--- src/rtl/core/btbr_ram.sv ---
// ----------------------------------------------------------------------------
// btbr_ram
// Generic single write port RAM with one registered read port.
// ----------------------------------------------------------------------------
module btbr_ram #(
   parameter int WIDTH = 8,
   parameter int DEPTH = 16
) (
   input  logic                                   clock,
   input  logic                                   wr_en,
   input  logic [((DEPTH > 1) ? $clog2(DEPTH) : 1)-1:0] wr_addr,
   input  logic [WIDTH-1:0]                       wr_data,
   input  logic                                   rd_en,
   input  logic [((DEPTH > 1) ? $clog2(DEPTH) : 1)-1:0] rd_addr,
   output logic [WIDTH-1:0]                       rd_data
);

   logic [WIDTH-1:0] mem_ff [DEPTH];
   logic [WIDTH-1:0] rd_data_ff;

   // write port
   always_ff @(posedge clock) begin
      if (wr_en) begin
         mem_ff[wr_addr] <= wr_data;
      end
   end

   // registered read, holds while not enabled
   always_ff @(posedge clock) begin
      if (rd_en) begin
         rd_data_ff <= mem_ff[rd_addr];
      end
   end

   assign rd_data = rd_data_ff;

endmodule

--- config.mk ---
export PLATFORM = sky130hd
export DESIGN_NAME = btbr_ram
export DESIGN_NICKNAME = d
export VERILOG_FILES = /design/src/rtl/core/btbr_ram.sv
export SDC_FILE = /design/constraint.sdc
export NUM_CORES = 1
export LEC_CHECK = 0
export BUFFER_PORTS_ARGS = -buffer_cell sky130_fd_sc_hd__buf_2
export CORE_ASPECT_RATIO = 1.1
export CORE_MARGIN = 8
export CORE_UTILIZATION = 30
export CTS_CLUSTER_DIAMETER = 200
export DETAILED_ROUTE_END_ITERATION = 10
export PLACE_DENSITY = 0.5
export SLEW_MARGIN = 20
export SYNTH_ARGS = -nofsm -noshare
export SYNTH_HDL_FRONTEND = slang
export SYNTH_SLANG_ARGS = --single-unit
--- constraint.sdc ---
create_clock -name clock -period 2.5 [get_ports clock]
set_clock_uncertainty 0.1 [all_clocks]
set_input_delay 0.25 -clock clock [delete_from_list [all_inputs] [get_ports clock]]
set_output_delay 0.25 -clock clock [all_outputs]
set_load 0.05 [all_outputs]
==> run_results.csv <==
group,metric,value,unit
run_status,status,"finished clean",
timing,rsz0062_at_grt,"false",
setup_path,crit_type,"reg -> reg",
timing,maxSlewViolCount,0,
floorplan,dieHeight,154,um
timing,setup_tns,0,ps
routing,via_per_inst,4.61,
setup_path,path_buf_inv,0,
yosys,synth-xor-area-share,0,
clocking,cts_setup_buffers,0,
floorplan,row_count,50,
pwr,leakage,2.13,nW
setup_path,slowest_delay,470,ps
timing,hold_violations,0,
global_routing,grt_use_total,0.107,
placed_design,placed_cells,500,
yosys,synthMuxAreaShare,0.148,
clocking,clk_pin_slew,60,ps
timing,setup_violations,0,
global_routing,grt_pass1_vias,2634,
global_routing,antenna_found_initial,0,
timing,period_share,0.674,
layout,n_antenna_cell,0,
timing,max_clock_freq,0.593,GHz
setup_path,critPathCaptureType,"register",
clocking,htree_num_levels,4,
yosys,synth_top_family_by_area,"multiplexers",
routing,dr.pass1.iters,4,
setup_path,cp-start-kind,"register",
yosys,synth_fa_ha_area_frac,0,
clocking,clockBufferDepth,2,
routing,drc,0,
floorplan,die-area,21900,um^2
clocking,cts_buffers,17,
routing,wirelength,11000,um
worst_hold_path,hp-class,"in -> reg",
setup_path,cpMaxStageDelayCell,"mux4_2",
floorplan,num_io_pins,27,
timing,worst_pin_slew,391,ps
floorplan,die_w,142,um
floorplan,initial_core_util,0.306,
yosys,synth_compound_area_frac,0.0230,
global_routing,overflow,0,
yosys,syn_inst,229,
clocking,cts_sinks,136,
layout,syn_to_final_growth,22.0,%
setup_path,critPathMaxFanout,1,
setup_path,crit_arrival,1720,ps
global_routing,grt_max_degree,33,
layout,drive_above_1_share,0.315,
setup_path,cp_top_family,"multiplexers",
layout,layout_commonest_cell,"edfxtp_1",
placed_design,portBuffers,26,
pwr,peakVddDrop,507,uV
layout,nNetsFinal,304,
routing,routedWlPerCell,20.7,um
routing,drtIter0Drc,194,
global_routing,grt_pass1_wl,16500,um
yosys,synth_area,5230,um^2
flow_run,maxCapViolations,0,
routing,vias,2451,
yosys,synth.distinct_cells,18,
clocking,cts-resized-gates,0,
timing,min_period,1690,ps
yosys,synthSimpleGateAreaFrac,0.0314,
clocking,insertion_delay,410,ps
pwr,total_power,5.52,mW
placed_design,preCtsSetupSlack,362,ps
routing,drtAntennaViolNets,0,
layout,fin_cells,532,
timing,slew_headroom,0.739,
clocking,cts_tree,"built",
pwr,power_density,866,nW/um^2
placed_design,gp_congestion,0.664,
yosys,yosys_warnings,0,
layout,final_cell_mix,"136 x edfxtp_1, 26 x buf_2, 19 x buf_4",
timing,setup_slack,815,ps
floorplan,core_area,17100,um^2
clocking,ctsHoldBuffers,0,
clocking,cts_root_buffer,"clkbuf_16",
layout,fillers,1564,
yosys,syn_avg_cell_area,22.8,um^2
yosys,ys_seq_area_frac,0.781,
yosys,synth_seq_cells,136,
placed_design,hpwlAfterDp,6940,um
yosys,synth_nets,248,
setup_path,cp.required,2540,ps
setup_path,cp_cell_sequence,"mux4_2 -> a22oi_1 -> nand2_1",
-- metrics by stage --
stage / hold WS (ps) / area [um^2] / util
5_1_grt: 121 / 6380 / 0.374
3_5_place_dp: 552 / 5750 / 0.336
3_3_place_gp: 549 / 5750 / 0.336
4_1_cts: 118 / 6380 / 0.374
6_report: 119 / 6380 / 0.374
2_1_floorplan: 249 / 5230 / -
-- worst paths after layout --
check / cells after the start / end / slack [ps] / start
max reg2reg: 3 / rd_data[0]$_DFFE_PP_ / 810 / mem_ff[10][0]$_DFFE_PP_
min: 1 / rd_data[0]$_DFFE_PP_ / 120 / rd_en
min reg2reg: 3 / rd_data[5]$_DFFE_PP_ / 650 / mem_ff[8][5]$_DFFE_PP_
max: 3 / rd_data[0]$_DFFE_PP_ / 810 / mem_ff[10][0]$_DFFE_PP_
-- final cells by class --
class                           instances  area [um^2]  area share
Multi-Input combinational cell         83         1060       0.166
Tap cell                              234          293      0.0459
Clock buffer                           17          425      0.0667
Clock inverter                         15          208      0.0326
Sequential cell                       136         4080       0.640
Timing Repair Buffer                   47          313      0.0490
-- power breakdown --
part | leakage [nW] | switching [mW] | internal, mW | total (mW)
Clock | 0.303 | 0.908 | 1.75 | 2.66
Combinational | 0.593 | 0.176 | 0.103 | 0.278
Sequential | 1.24 | 0.0129 | 2.57 | 2.58
-- registers in the layout (all words and copies together) (netlist names) --
name and cells:
mem_ff 128, rd_data 8
-- synth_stat cells --
cell type        count  share of area
nand3b_1             2         0.0029
nand2b_1             2         0.0024
nand3_1              1        0.00096
buf_4                1         0.0014
nand2_1              9         0.0065
nor2b_1              1         0.0012
or3b_2               1         0.0017
mux4_2              18          0.078
buf_6                3         0.0065
nor3_1               4         0.0038
and2_1               1         0.0012
a22oi_1             16          0.023
nor2_1              13         0.0093
mux4_1              14          0.070
edfxtp_1           136           0.78
and2b_1              1         0.0014
clkdlybuf4s25_2      3         0.0057
buf_2                3         0.0029
-- metal layers --
layer | wire [um] | track usage | vias to the layer above
li1 | - | - | 1090
met1 | 4850 | 0.133 | 1293
met2 | 5450 | 0.170 | 55
met3 | 551 | 0.0329 | 13
met4 | 161 | 0.0461 | 0
met5 | 0 | 0 | -
-- kinds of logic after synthesis --
family | count (synthesis)
DFF | 136
and+or+nand+nor | 35
muxes | 32
AOI/OAI and AO/OA | 16
buffers and inverters | 10
No activity file was read; power rests on OpenSTA's default activity.
