### config.mk
export PLATFORM = sky130hd
export DESIGN_NAME = btbr_scan
export DESIGN_NICKNAME = d
export VERILOG_FILES = /design/src/rtl/core/btbr_pkg.sv /design/src/rtl/core/btbr_scan.sv
export SDC_FILE = /design/constraint.sdc
export NUM_CORES = 1
export LEC_CHECK = 0
export BUFFER_PORTS_ARGS = -buffer_cell sky130_fd_sc_hd__buf_4
export CORE_AREA = 2 2 180 182
export DETAILED_ROUTE_END_ITERATION = 16
export DIE_AREA = 0 0 182 184
export PLACE_DENSITY_LB_ADDON = 0.15
export SYNTH_ARGS = -nofsm -noshare
export SYNTH_HDL_FRONTEND = slang
export SYNTH_SLANG_ARGS = --single-unit
export TNS_END_PERCENT = 100
### constraint.sdc
create_clock -name clock -period 13.74 [get_ports clock]
set_input_delay 2.061 -clock clock [delete_from_list [all_inputs] [get_ports clock]]
set_output_delay 2.061 -clock clock [all_outputs]
set_load 0.01 [all_outputs]
### src/rtl/core/btbr_pkg.sv
// ----------------------------------------------------------------------------
// btbr_pkg
// Shared sizes, codes and types of the branch target buffer with return
// address stack.
// ----------------------------------------------------------------------------
package btbr_pkg;

   // table sizes (sets, call size and indirect entries are powers of two)
   localparam int NUM_SETS    = 1024;
   localparam int NUM_WAYS    = 8;
   localparam int IND_ENTRIES = 4096;
   localparam int RAS_DEPTH   = 64;
   localparam int CSZ_ENTRIES = 1024;

   localparam int BTB_DEPTH = NUM_SETS * NUM_WAYS;
   localparam int SET_BITS  = $clog2(NUM_SETS);
   localparam int WAY_BITS  = (NUM_WAYS > 1) ? $clog2(NUM_WAYS) : 1;
   localparam int BTB_AW    = $clog2(BTB_DEPTH);
   localparam int IND_AW    = $clog2(IND_ENTRIES);
   localparam int RAS_AW    = (RAS_DEPTH > 1) ? $clog2(RAS_DEPTH) : 1;
   localparam int CSZ_AW    = $clog2(CSZ_ENTRIES);

   // the clearing sweep covers the deepest store
   localparam int CLR_DEPTH_A = (BTB_DEPTH > IND_ENTRIES) ? BTB_DEPTH : IND_ENTRIES;
   localparam int CLR_DEPTH_B = (RAS_DEPTH > CSZ_ENTRIES) ? RAS_DEPTH : CSZ_ENTRIES;
   localparam int CLR_DEPTH   = (CLR_DEPTH_A > CLR_DEPTH_B) ? CLR_DEPTH_A : CLR_DEPTH_B;
   localparam int CLR_W       = $clog2(CLR_DEPTH + 1);

   localparam int HIST_W          = 12;
   localparam int CSZ_W           = 4;
   localparam int MAX_LEARNED     = 10;
   localparam int INIT_CALL_SIZE  = 4;

   typedef enum logic [2:0] {
      KIND_NONE     = 3'd0,
      KIND_JUMP     = 3'd1,
      KIND_INDIRECT = 3'd2,
      KIND_COND     = 3'd3,
      KIND_DCALL    = 3'd4,
      KIND_ICALL    = 3'd5,
      KIND_RETURN   = 3'd6,
      KIND_OTHER    = 3'd7
   } kind_type;

   typedef enum logic {
      REQ_PREDICT = 1'b0,
      REQ_UPDATE  = 1'b1
   } req_kind_type;

   typedef enum logic [3:0] {
      ST_CLEAR,
      ST_IDLE,
      ST_DISPATCH,
      ST_RAS_DATA,
      ST_CSZ_DATA,
      ST_IND_DATA,
      ST_SCAN,
      ST_SCAN_END,
      ST_BTB_FIN
   } state_type;

   typedef struct packed {
      logic        valid;
      logic [63:0] tag;
      logic [63:0] target;
      logic        sticky_taken;
      logic [63:0] stamp;
   } btb_entry_type;

   typedef struct packed {
      logic                hit;
      logic [WAY_BITS-1:0] hit_way;
      btb_entry_type       hit_entry;
      logic [WAY_BITS-1:0] best_way;
   } scan_res_type;

endpackage

### src/rtl/core/btbr_scan.sv
// ----------------------------------------------------------------------------
// btbr_scan
// Way scan unit: takes one BTB way per cycle, tracks the tag hit and the
// way with the lowest use stamp.
// ----------------------------------------------------------------------------
module btbr_scan
   import btbr_pkg::*;
(
   input  logic                clock,
   input  logic                reset,
   input  logic                scan_clear,
   input  logic                scan_en,
   input  logic [WAY_BITS-1:0] scan_way,
   input  logic [63:0]         scan_ip,
   input  btb_entry_type       scan_entry,
   output scan_res_type        scan_res
);

   logic                hit_ff;
   logic [WAY_BITS-1:0] hit_way_ff;
   btb_entry_type       hit_entry_ff;
   logic [WAY_BITS-1:0] best_way_ff;
   logic [63:0]         best_stamp_ff;
   logic                match;
   logic                better;

   // shared tag and stamp compare
   assign match  = scan_entry.valid && (scan_entry.tag == scan_ip) && !hit_ff;
   assign better = (scan_way == '0) || (scan_entry.stamp < best_stamp_ff);

   // hit tracking
   always_ff @(posedge clock) begin
      if (reset || scan_clear) begin
         hit_ff <= 1'b0;
      end else if (scan_en && match) begin
         hit_ff <= 1'b1;
      end
   end

   // hit payload and victim tracking
   always_ff @(posedge clock) begin
      if (scan_en) begin
         if (match) begin
            hit_way_ff   <= scan_way;
            hit_entry_ff <= scan_entry;
         end
         if (better) begin
            best_way_ff   <= scan_way;
            best_stamp_ff <= scan_entry.stamp;
         end
      end
   end

   assign scan_res.hit       = hit_ff;
   assign scan_res.hit_way   = hit_way_ff;
   assign scan_res.hit_entry = hit_entry_ff;
   assign scan_res.best_way  = best_way_ff;

endmodule

==> results of run 1 <==
power groups by stage:
| stage | clock network [W] | registers [W] | logic (W) |
|---|---|---|---|
| 2_1_floorplan | 0 | 0.000934 | 0.0000615 |
| 3_3_place_gp | 0 | 0.000931 | 0.000152 |
| 3_5_place_dp | 0 | 0.000931 | 0.000154 |
| 4_1_cts | 0.000809 | 0.000914 | 0.000155 |
| 5_1_grt | 0.000839 | 0.000915 | 0.000172 |
| 6_report | 0.000786 | 0.000914 | 0.000151 |
kinds of logic (layout without fill, tap and decap cells):
kind of cell | after synthesis | in the layout | synth area share
XOR/XNOR | 64 | 64 | 0.0545
flip-flops | 265 | 265 | 0.773
adder cells (fa/ha/maj) | 63 | 63 | 0.0766
AND/OR/NAND/NOR | 64 | 64 | 0.0375
buffers and inverters | 66 | 590 | 0.0245
AO/OA/AOI/OAI | 55 | 55 | 0.0342
metal layers:
| metal | vias to the layer above | track usage | wire length (um) |
|---|---|---|---|
| met5 | - | 0 | 0 |
| met1 | 3053 | 0.192 | 10800 |
| met3 | 47 | 0.0495 | 2280 |
| li1 | 3187 | - | - |
| met4 | 0 | 0.0477 | 635 |
| met2 | 260 | 0.298 | 14800 |
per-stage QoR:
step,instances,instance area (um2),total power [W],setup slack (ps)
after floorplan,577,10300,0.000996,2530
after global placement,1448,14300,0.00108,8240
after detailed placement,1448,14300,0.00109,8230
final,1503,15300,0.00185,8810
after global routing,1503,15300,0.00193,8650
after CTS,1503,15300,0.00188,8820
cell usage in the layout, fill, tap and decap left out, drive strengths merged, types with 2 or more instances in the layout:
cell type | Yosys | routed
a211oi | 3 | 3
a21boi | 2 | 2
a21o | 10 | 10
a21oi | 22 | 22
buf | 1 | 470
bufinv | 0 | 3
clkbuf | 0 | 33
clkinv | 0 | 17
clkinvlp | 0 | 2
edfxtp | 264 | 264
ha | 63 | 63
inv | 65 | 65
nand2 | 8 | 8
nand3 | 8 | 8
nand4 | 20 | 20
nor2 | 8 | 8
nor3 | 4 | 4
nor4 | 12 | 12
o21a | 4 | 4
o21ai | 6 | 6
xnor2 | 21 | 21
xor2 | 43 | 43
area by class of cell:
cell class | instances | area [um2] | area share
Clock buffer | 33 | 783 | 0.0512
Clock inverter | 22 | 189 | 0.0123
Inverter | 65 | 244 | 0.0159
Multi-Input combinational cell | 246 | 2110 | 0.138
Sequential cell | 265 | 7950 | 0.519
Tap cell | 402 | 503 | 0.0329
Timing Repair Buffer | 470 | 3530 | 0.231
how the worst max path moves through the flow:
stage | endpoint
floorplan | hit_way_ff[0]$_DFFE_PP_
finish | scan_res[39]$_DFFE_PP_
CTS | scan_res[39]$_DFFE_PP_
global route | scan_res[39]$_DFFE_PP_
detailed placement | scan_res[35]$_DFFE_PP_
global placement | scan_res[37]$_DFFE_PP_
sequential cells by signal, summed over array words and instances, names as in the netlist:
| register | cells |
|---|---|
| best_stamp_ff | 64 |
| best_way_ff | 3 |
| hit_way_ff | 3 |
| scan_res | 194 |
| hit_ff | 1 |
critical path, cell delays in order:
cell and delay [ps]:
buf_4 110, xor2_1 150, nor4_1 440, nand4_1 230, or4_1 490, nor3_4 140, buf_4 490, buf_4 870
==> flow_summary.json, run 1 <==
{
  "maxSlewHeadroom": 0.299,
  "end_kind": "register",
  "synthFlopType": "edfxtp_1",
  "power_switching_w": 0.000394,
  "rsz0062_at_grt": "no",
  "p_leak_nw": 6.46,
  "reg2reg_slack_ps": 10830,
  "r2r_end": "scan_res[39]$_DFFE_PP_",
  "hold_path_end": "hit_ff$_SDFFE_PP0P_",
  "cts.htree.levels": 1,
  "cts_buffer_depth": 3,
  "fp-row-count": 65,
  "wirelength_um": 28500,
  "antenna_found_initial": 0,
  "min_path_cells": 1,
  "clk_pin_slew_ps": 60,
  "min-delay-start": "hit_ff$_SDFFE_PP0P_",
  "crit_fanout": 83,
  "fillCellCount": 2848,
  "grt_pass1_vias": 6746,
  "ant_nets": 0,
  "internal_power_w": 0.00146,
  "num-nets-final": 1406,
  "cap_violations": 0,
  "fmax_mhz": 203,
  "dr_total_vias": 6547,
  "drive_above_1_share": 0.470,
  "pwr_density_cell_nw_per_um2": 121,
  "finalSetupTns_ps": 0,
  "p_sw_frac": 0.213,
  "grt_pass1_wl_um": 41500,
  "hold_viol_final": 0,
  "holdBufCountCts": 0,
  "syn_nets": 905,
  "min_period_ps": 4930,
  "postCtsSetupBuffers": 0,
  "start_util": 0.328,
  "die_h_um": 184,
  "dp_hpwl_um": 22400,
  "finalClockSkew_ps": 13.4,
  "drt_iter0_markers": 289,
  "cts-root-buf": "clkbuf_16",
  "syn_to_final_growth_pct": 48.8,
  "ys_types": 34,
  "routabilityCongestion": 0.852,
  "grt_usage": 0.166,
  "drc_errors": 0,
  "required_ps": 13900,
  "tightest_slew_ps": 1050,
  "vdd_ir_drop_max_mv": 0.0939,
  "startpoint_type": "input port",
  "synth_edf_count": 264,
  "yosysSeqAreaShare": 0.773,
  "synth-seq-cells": 265,
  "yosysTopAreaCellShare": 0.771,
  "gr-total-overflow": 0,
  "synth_top_cell_by_area": "edfxtp_1",
  "r2r_cells": 4,
  "die_area_um2": 33500,
  "critPathKind": "in2reg",
  "finalSetupViolations": 0,
  "netlist_instances": 577,
  "min_path_type": "reg2reg",
  "synth_async_sr_flop_share": 0,
  "grt_max_degree": 84,
  "post_drt_via_cell_ratio": 4.36,
  "critPathLaunch": "scan_ip[57]",
  "synth.most_common_cell": "edfxtp_1",
  "clock_power_share": 0.424,
  "fin_hold_ws_ps": 548,
  "tritoncts": "done",
  "portBuffers": 465,
  "synth_top_cells_by_area": "edfxtp_1 77%, ha_1 7.7%, xor2_1 3.7%",
  "core_um2": 31400,
  "netlist_area_um2": 10300,
  "pin_count": 466,
  "die_w_um": 182,
  "clock_latency_ps": 550,
  "r2r_start": "hit_ff$_SDFFE_PP0P_",
  "period_share": 0.359,
  "first_pass_iters": 4,
  "share_comb_of_total_power": 0.082,
  "worstPathArrival_ps": 5100,
  "slew_violations": 0,
  "ys.warnings.count": 0,
  "synth_common_cells": "264 x edfxtp_1, 65 x inv_1, 63 x ha_1",
  "cts_resized": 0,
  "antenna_cells": 0,
  "cts-buffers-inserted": 30,
  "status": "completed",
  "wl_per_cell_um": 19.0,
  "fin_util": 0.487,
  "seqPwrFrac": 0.494,
  "cts.sinks": 265,
  "syn_area_per_cell_um2": 17.8
}
Note: power is estimated with default switching activity, not from simulation.
==> run 2, diff against run 1 <==
==> constraint.sdc (replaced) <==
create_clock -name clock -period 4.9 [get_ports clock]
set_input_delay 0.735 -clock clock [delete_from_list [all_inputs] [get_ports clock]]
set_output_delay 0.735 -clock clock [all_outputs]
set_load 0.01 [all_outputs]
==> run 2 against run 1 <==
  * Wire length is 1.3% higher
  * Clock power grew to 2.6 times the previous value
  * Sequential share of layout area grew 0.21 points
  * Non-clock buffer count did not move
  * First-iteration DRC count grew 6.9%
  * Largest power group unchanged
  * Setup slack got worse by 6800 ps
==> flow_summary.json, run 2 (synthesis gave the netlist of run 1 again) <==
{
  "status": "completed",
  "cts_buffer_depth": 3,
  "cts-root-buf": "clkbuf_16",
  "end_kind": "register",
  "largest_register_ffs": 194,
  "cts.htree.levels": 1,
  "cts-buffers-inserted": 29,
  "fin_ws_ps": 2010,
  "antenna_found_initial": 0,
  "grt_pass1_vias": 6750,
  "mostFrequentLayoutCells": "468 x buf_4, 264 x edfxtp_1, 65 x inv_1",
  "cts.sinks": 265,
  "finalClockSkew_ps": 7.43,
  "post_drt_via_cell_ratio": 4.44,
  "min_path_type": "in2reg",
  "start_util": 0.328,
  "r2r_end": "best_stamp_ff[9]$_DFFE_PP_",
  "rsz0062_at_grt": "no",
  "fp-row-count": 65,
  "drive_above_1_share": 0.472,
  "first_pass_iters": 4,
  "p_leak_nw": 6.42,
  "vdd_ir_drop_max_mv": 0.212,
  "portBuffers": 465,
  "dp.cells": 1448,
  "critPathLaunch": "scan_ip[47]",
  "startpoint_type": "input port",
  "wl_per_cell_um": 19.3,
  "die_h_um": 184,
  "dp_hpwl_um": 22900,
  "min_period_ps": 2890,
  "pwr_density_cell_nw_per_um2": 331,
  "critPathKind": "in2reg",
  "pin_count": 466,
  "r2r_cells": 9,
  "num-nets-final": 1405,
  "finalSetupViolations": 0,
  "multi_input_area_um2": 2110,
  "core_um2": 31400,
  "antenna_cells": 0,
  "worstPathArrival_ps": 3060,
  "layout_commonest_cell": "buf_4",
  "r2r_start": "best_stamp_ff[19]$_DFFE_PP_",
  "clock_latency_ps": 530,
  "grt_max_degree": 80,
  "period_share": 0.590,
  "cts_resized": 0,
  "grt_usage": 0.166,
  "crit_fanout": 41,
  "fmax_mhz": 346,
  "required_ps": 5070,
  "drt_iter0_markers": 309,
  "gr-total-overflow": 0,
  "cap_violations": 0,
  "min_path_cells": 1,
  "holdBufCountCts": 0,
  "tritoncts": "done",
  "stdcell_count": 1498,
  "fillCellCount": 2791,
  "hold_viol_final": 0,
  "grt_pass1_wl_um": 41300,
  "slew_violations": 0,
  "die_w_um": 182,
  "ant_nets": 0,
  "die_area_um2": 33500,
  "maxSlewHeadroom": 0.521,
  "finalSetupTns_ps": 0,
  "area.sequential_um2": 7950,
  "pre_cts_ws_ps": 1490,
  "drc_errors": 0,
  "min-delay-start": "scan_entry[66]",
  "clk_pin_slew_ps": 60,
  "postCtsSetupBuffers": 0,
  "syn_to_final_growth_pct": 48.2,
  "wirelength_um": 28900,
  "hold_path_end": "scan_res[69]$_DFFE_PP_",
  "reg2reg_slack_ps": 2190,
  "routabilityCongestion": 0.867,
  "dr_total_vias": 6646,
  "tightest_slew_ps": 712
}
==> run 2: cell count changes in the layout (fill, tap and decap cells not counted), moves of 2 or more <==
cell        previous run  this run
clkinvlp_4             2         4
clkinv_1              10         3
clkbuf_16             31        29
clkbuf_1               2         5
buf_4                470       468
buf_12                 0         2
==> run 2: layout make-up <==
cell class / count / share of cell area
flip-flops and latches: 265 / 0.522
repair buffers: 470 / 0.233
inverters: 65 / 0.0160
multi-input cells: 246 / 0.138
well taps: 402 / 0.0330
clock inverters: 16 / 0.00895
clock buffers: 34 / 0.0489
==> run 2: metrics by stage <==
stage	power (W)	cell area [um2]	hold WS [ps]	utilization
after global placement	0.00304	14400	537	0.457
final	0.00504	15200	374	0.485
after global routing	0.00526	15200	340	0.485
after CTS	0.00512	15200	339	0.485
after detailed placement	0.00305	14400	539	0.457
after floorplan	0.00279	10300	451	-
==> run 2: worst max-delay path by stage <==
stage	slack [ps]	cells past startpoint	endpoint
6_report	2010	7	scan_res[104]$_DFFE_PP_
5_1_grt	1910	7	scan_res[104]$_DFFE_PP_
2_1_floorplan	-1900	5	hit_way_ff[0]$_DFFE_PP_
3_5_place_dp	1490	7	scan_res[79]$_DFFE_PP_
3_3_place_gp	1550	7	scan_res[73]$_DFFE_PP_
4_1_cts	2060	7	scan_res[104]$_DFFE_PP_
==> run 2: critical path, stage by stage <==
cell,delay (ps)
buf_4,110
xor2_1,150
nor4_1,510
nand4_1,250
or4_4,480
nor3_4,250
buf_4,550
==> run 2: power breakdown <==
group | internal, W | switching [W]
combinational | 0.000233 | 0.000196
sequential | 0.00255 | 0.0000104
clock | 0.00118 | 0.000864
total | 0.00397 | 0.00107
==> run 2: per-layer routing <==
layer	GRT usage	vias to the layer above	wire length, um
li1	-	3183	-
met1	0.189	3133	10800
met2	0.293	280	14800
met3	0.0543	50	2530
met4	0.0565	0	836
met5	0.00593	-	0
==> run 3, diff against run 2 <==
--- a/config.mk
+++ b/config.mk
@@ -5,10 +5,11 @@
 export SDC_FILE = /design/constraint.sdc
 export NUM_CORES = 1
 export LEC_CHECK = 0
+export ABC_AREA = 1
 export BUFFER_PORTS_ARGS = -buffer_cell sky130_fd_sc_hd__buf_4
-export CORE_AREA = 2 2 180 182
+export CORE_AREA = 2 2 182 184
 export DETAILED_ROUTE_END_ITERATION = 16
-export DIE_AREA = 0 0 182 184
+export DIE_AREA = 0 0 184 186
 export PLACE_DENSITY_LB_ADDON = 0.15
 export SYNTH_ARGS = -nofsm -noshare
 export SYNTH_HDL_FRONTEND = slang
==> constraint.sdc (replaced) <==
create_clock -name clock -period 2.5 [get_ports clock]
set_input_delay 0.375 -clock clock [delete_from_list [all_inputs] [get_ports clock]]
set_output_delay 0.375 -clock clock [all_outputs]
set_load 0.01 [all_outputs]
==> run 3 against run 2 <==
  * Cell area increased by 15%
  * Utilization is 5.6 points higher
  * Combinational power rose to 2.7 times the previous value
  * Clock power rose by 99%
  * Wire length up 18%
  * Non-clock buffer count is 132 higher
  * Area after synthesis increased by 5.0%
  * Largest power group unchanged
  * Highest routed layer unchanged
==> flow_summary.json, run 3 <==
{
  "fmax_mhz": 414,
  "required_ps": 2760,
  "tritoncts": "done",
  "hold_viol_final": 0,
  "syn_area_per_cell_um2": 14.7,
  "crit_fanout": 6,
  "die_area_um2": 34200,
  "slew_violations": 0,
  "routabilityCongestion": 0.800,
  "portBuffers": 465,
  "netlist_area_um2": 10800,
  "drc_errors": 0,
  "max_stage_delay_ps": 530,
  "pin_count": 466,
  "finalSetupViolations": 0,
  "grt_pass1_vias": 8120,
  "critPathMostFrequentCell": "buf_12",
  "hold_path_end": "scan_res[137]$_DFFE_PP_",
  "cp_slowest_cell": "dlygate4sd3_1",
  "syn_nets": 1062,
  "multi_input_area_um2": 2580,
  "synth_top_cell_by_area": "edfxtp_1",
  "netlist_instances": 734,
  "yosysSeqAreaShare": 0.736,
  "finalSetupTns_ps": 0,
  "post_drt_via_cell_ratio": 4.46,
  "finalClockSkew_ps": 11.9,
  "crit_chain": "dlygate4sd3_1, buf_4, xnor2_4, nand4_1, nor4_2, buf_4, nand4_1, nor2_4, buf_12, buf_12, buf_12, clkbuf_16",
  "status": "completed",
  "grt_usage": 0.185,
  "core_um2": 32200,
  "min_period_ps": 2420,
  "layout_commonest_cell": "buf_4",
  "dp_hpwl_um": 25800,
  "grt_max_degree": 37,
  "pwr_density_cell_nw_per_um2": 585,
  "first_pass_iters": 4,
  "cts.sinks": 265,
  "reg2reg_slack_ps": 220,
  "ys.warnings.count": 0,
  "cts.htree.levels": 1,
  "largest_register_ffs": 194,
  "r2r_end": "best_stamp_ff[14]$_DFFE_PP_",
  "synth_edf_count": 264,
  "num-nets-final": 1695,
  "maxSlewHeadroom": 0.677,
  "min_path_type": "in2reg",
  "startpoint_type": "input port",
  "wirelength_um": 34100,
  "power_w": 0.0102,
  "synth_top_cells_by_area": "edfxtp_1 73%, ha_1 7.3%, inv_1 3.5%",
  "path_delay_family": "buffers and inverters",
  "period_share": 0.966,
  "worstPathArrival_ps": 2680,
  "ys_types": 31,
  "dr_total_vias": 8009,
  "die_w_um": 184,
  "synth_common_cells": "264 x edfxtp_1, 100 x inv_1, 90 x nand2_1",
  "clk_pin_slew_ps": 60,
  "fillCellCount": 2720,
  "synthFlopType": "edfxtp_1",
  "grt_pass1_wl_um": 47100,
  "cap_violations": 0,
  "critPathKind": "in2reg",
  "antenna_cells": 0,
  "path_buf_inv": 7,
  "synth-seq-cells": 265,
  "min_path_cells": 1,
  "wl_per_cell_um": 19.0,
  "yosysTopAreaCellShare": 0.734,
  "area.sequential_um2": 7950,
  "synth.most_common_cell": "edfxtp_1",
  "tightest_slew_ps": 480,
  "antenna_found_initial": 0,
  "clock_latency_ps": 540,
  "rsz0062_at_grt": "yes",
  "min-delay-start": "scan_entry[134]",
  "r2r_cells": 11,
  "synth_async_sr_flop_share": 0,
  "ant_nets": 0,
  "r2r_start": "best_stamp_ff[59]$_DFFE_PP_",
  "mostFrequentLayoutCells": "487 x buf_4, 264 x edfxtp_1, 98 x inv_1",
  "drt_iter0_markers": 243,
  "syn_to_final_growth_pct": 61.6,
  "start_util": 0.335,
  "drive_above_1_share": 0.427,
  "vdd_ir_drop_max_mv": 0.457,
  "fp-row-count": 66,
  "cts_buffer_depth": 3,
  "p_leak_nw": 7.49,
  "gr-total-overflow": 0,
  "cts-buffers-inserted": 30,
  "cts-root-buf": "clkbuf_16",
  "die_h_um": 186,
  "end_kind": "register"
}
run 3: layer usage:
layer	vias up	share of wire	track usage
met5	-	0	0
met4	0	0.028	0.0589
li1	3886	-	-
met3	59	0.079	0.0493
met1	3713	0.36	0.196
met2	351	0.53	0.354
run 3: stage by stage:
stage	worst slack [ps]	utilization	cells	cell area [um2]	hold slack, ps
finish	84.1	0.542	1794	17500	27.7
global route	-3.68	0.542	1794	17500	0.530
CTS	28.0	0.527	1770	17000	0.341
detailed placement	-112	0.473	1634	15200	466
global placement	-122	0.473	1634	15200	452
floorplan	-1940	-	734	10900	433
run 3: worst max path at each step:
stage,slack [ps],start,cells past startpoint,endpoint
after floorplan,-1940,scan_ip[49],5,hit_way_ff[0]$_DFFE_PP_
final,80,scan_entry[163],12,scan_res[123]$_DFFE_PP_
after detailed placement,-110,scan_entry[59],10,best_stamp_ff[1]$_DFFE_PP_
after global routing,-4,scan_entry[17],14,best_stamp_ff[9]$_DFFE_PP_
after CTS,30,scan_entry[146],13,scan_res[121]$_DFFE_PP_
after global placement,-120,scan_entry[59],10,best_stamp_ff[5]$_DFFE_PP_
run 3: logic make-up after synthesis:
family | after synthesis | share of synthesized area
buf+inv | 103 | 0.0361
xor+xnor | 45 | 0.0379
compound gates | 50 | 0.0239
flops | 265 | 0.736
simple gates | 208 | 0.0934
fa+ha+maj | 63 | 0.0730
run 3: timing repair:
action / in CTS / in global routing
endpoints found under the setup margin: 0 / 254
endpoints found under the hold margin: 88 / 5
setup buffers: 0 / 11
resized for setup: 0 / 18
hold buffers: 85 / 3
run 3: final cells by class:
cell class,count,area share
Clock buffer,34,0.0451
Sequential cell,265,0.455
Tap cell,408,0.0293
Multi-Input combinational cell,366,0.148
Timing Repair Buffer,602,0.294
Inverter,102,0.0219
Clock inverter,17,0.00638
run 3: where the power goes:
part           total [W]  switching (W)  internal (W)  leakage, nW
Combinational    0.00114       0.000523      0.000613         4.64
Clock            0.00407        0.00173       0.00234        0.443
Sequential       0.00501      0.0000192       0.00499         2.41
Total             0.0102        0.00227       0.00794         7.49
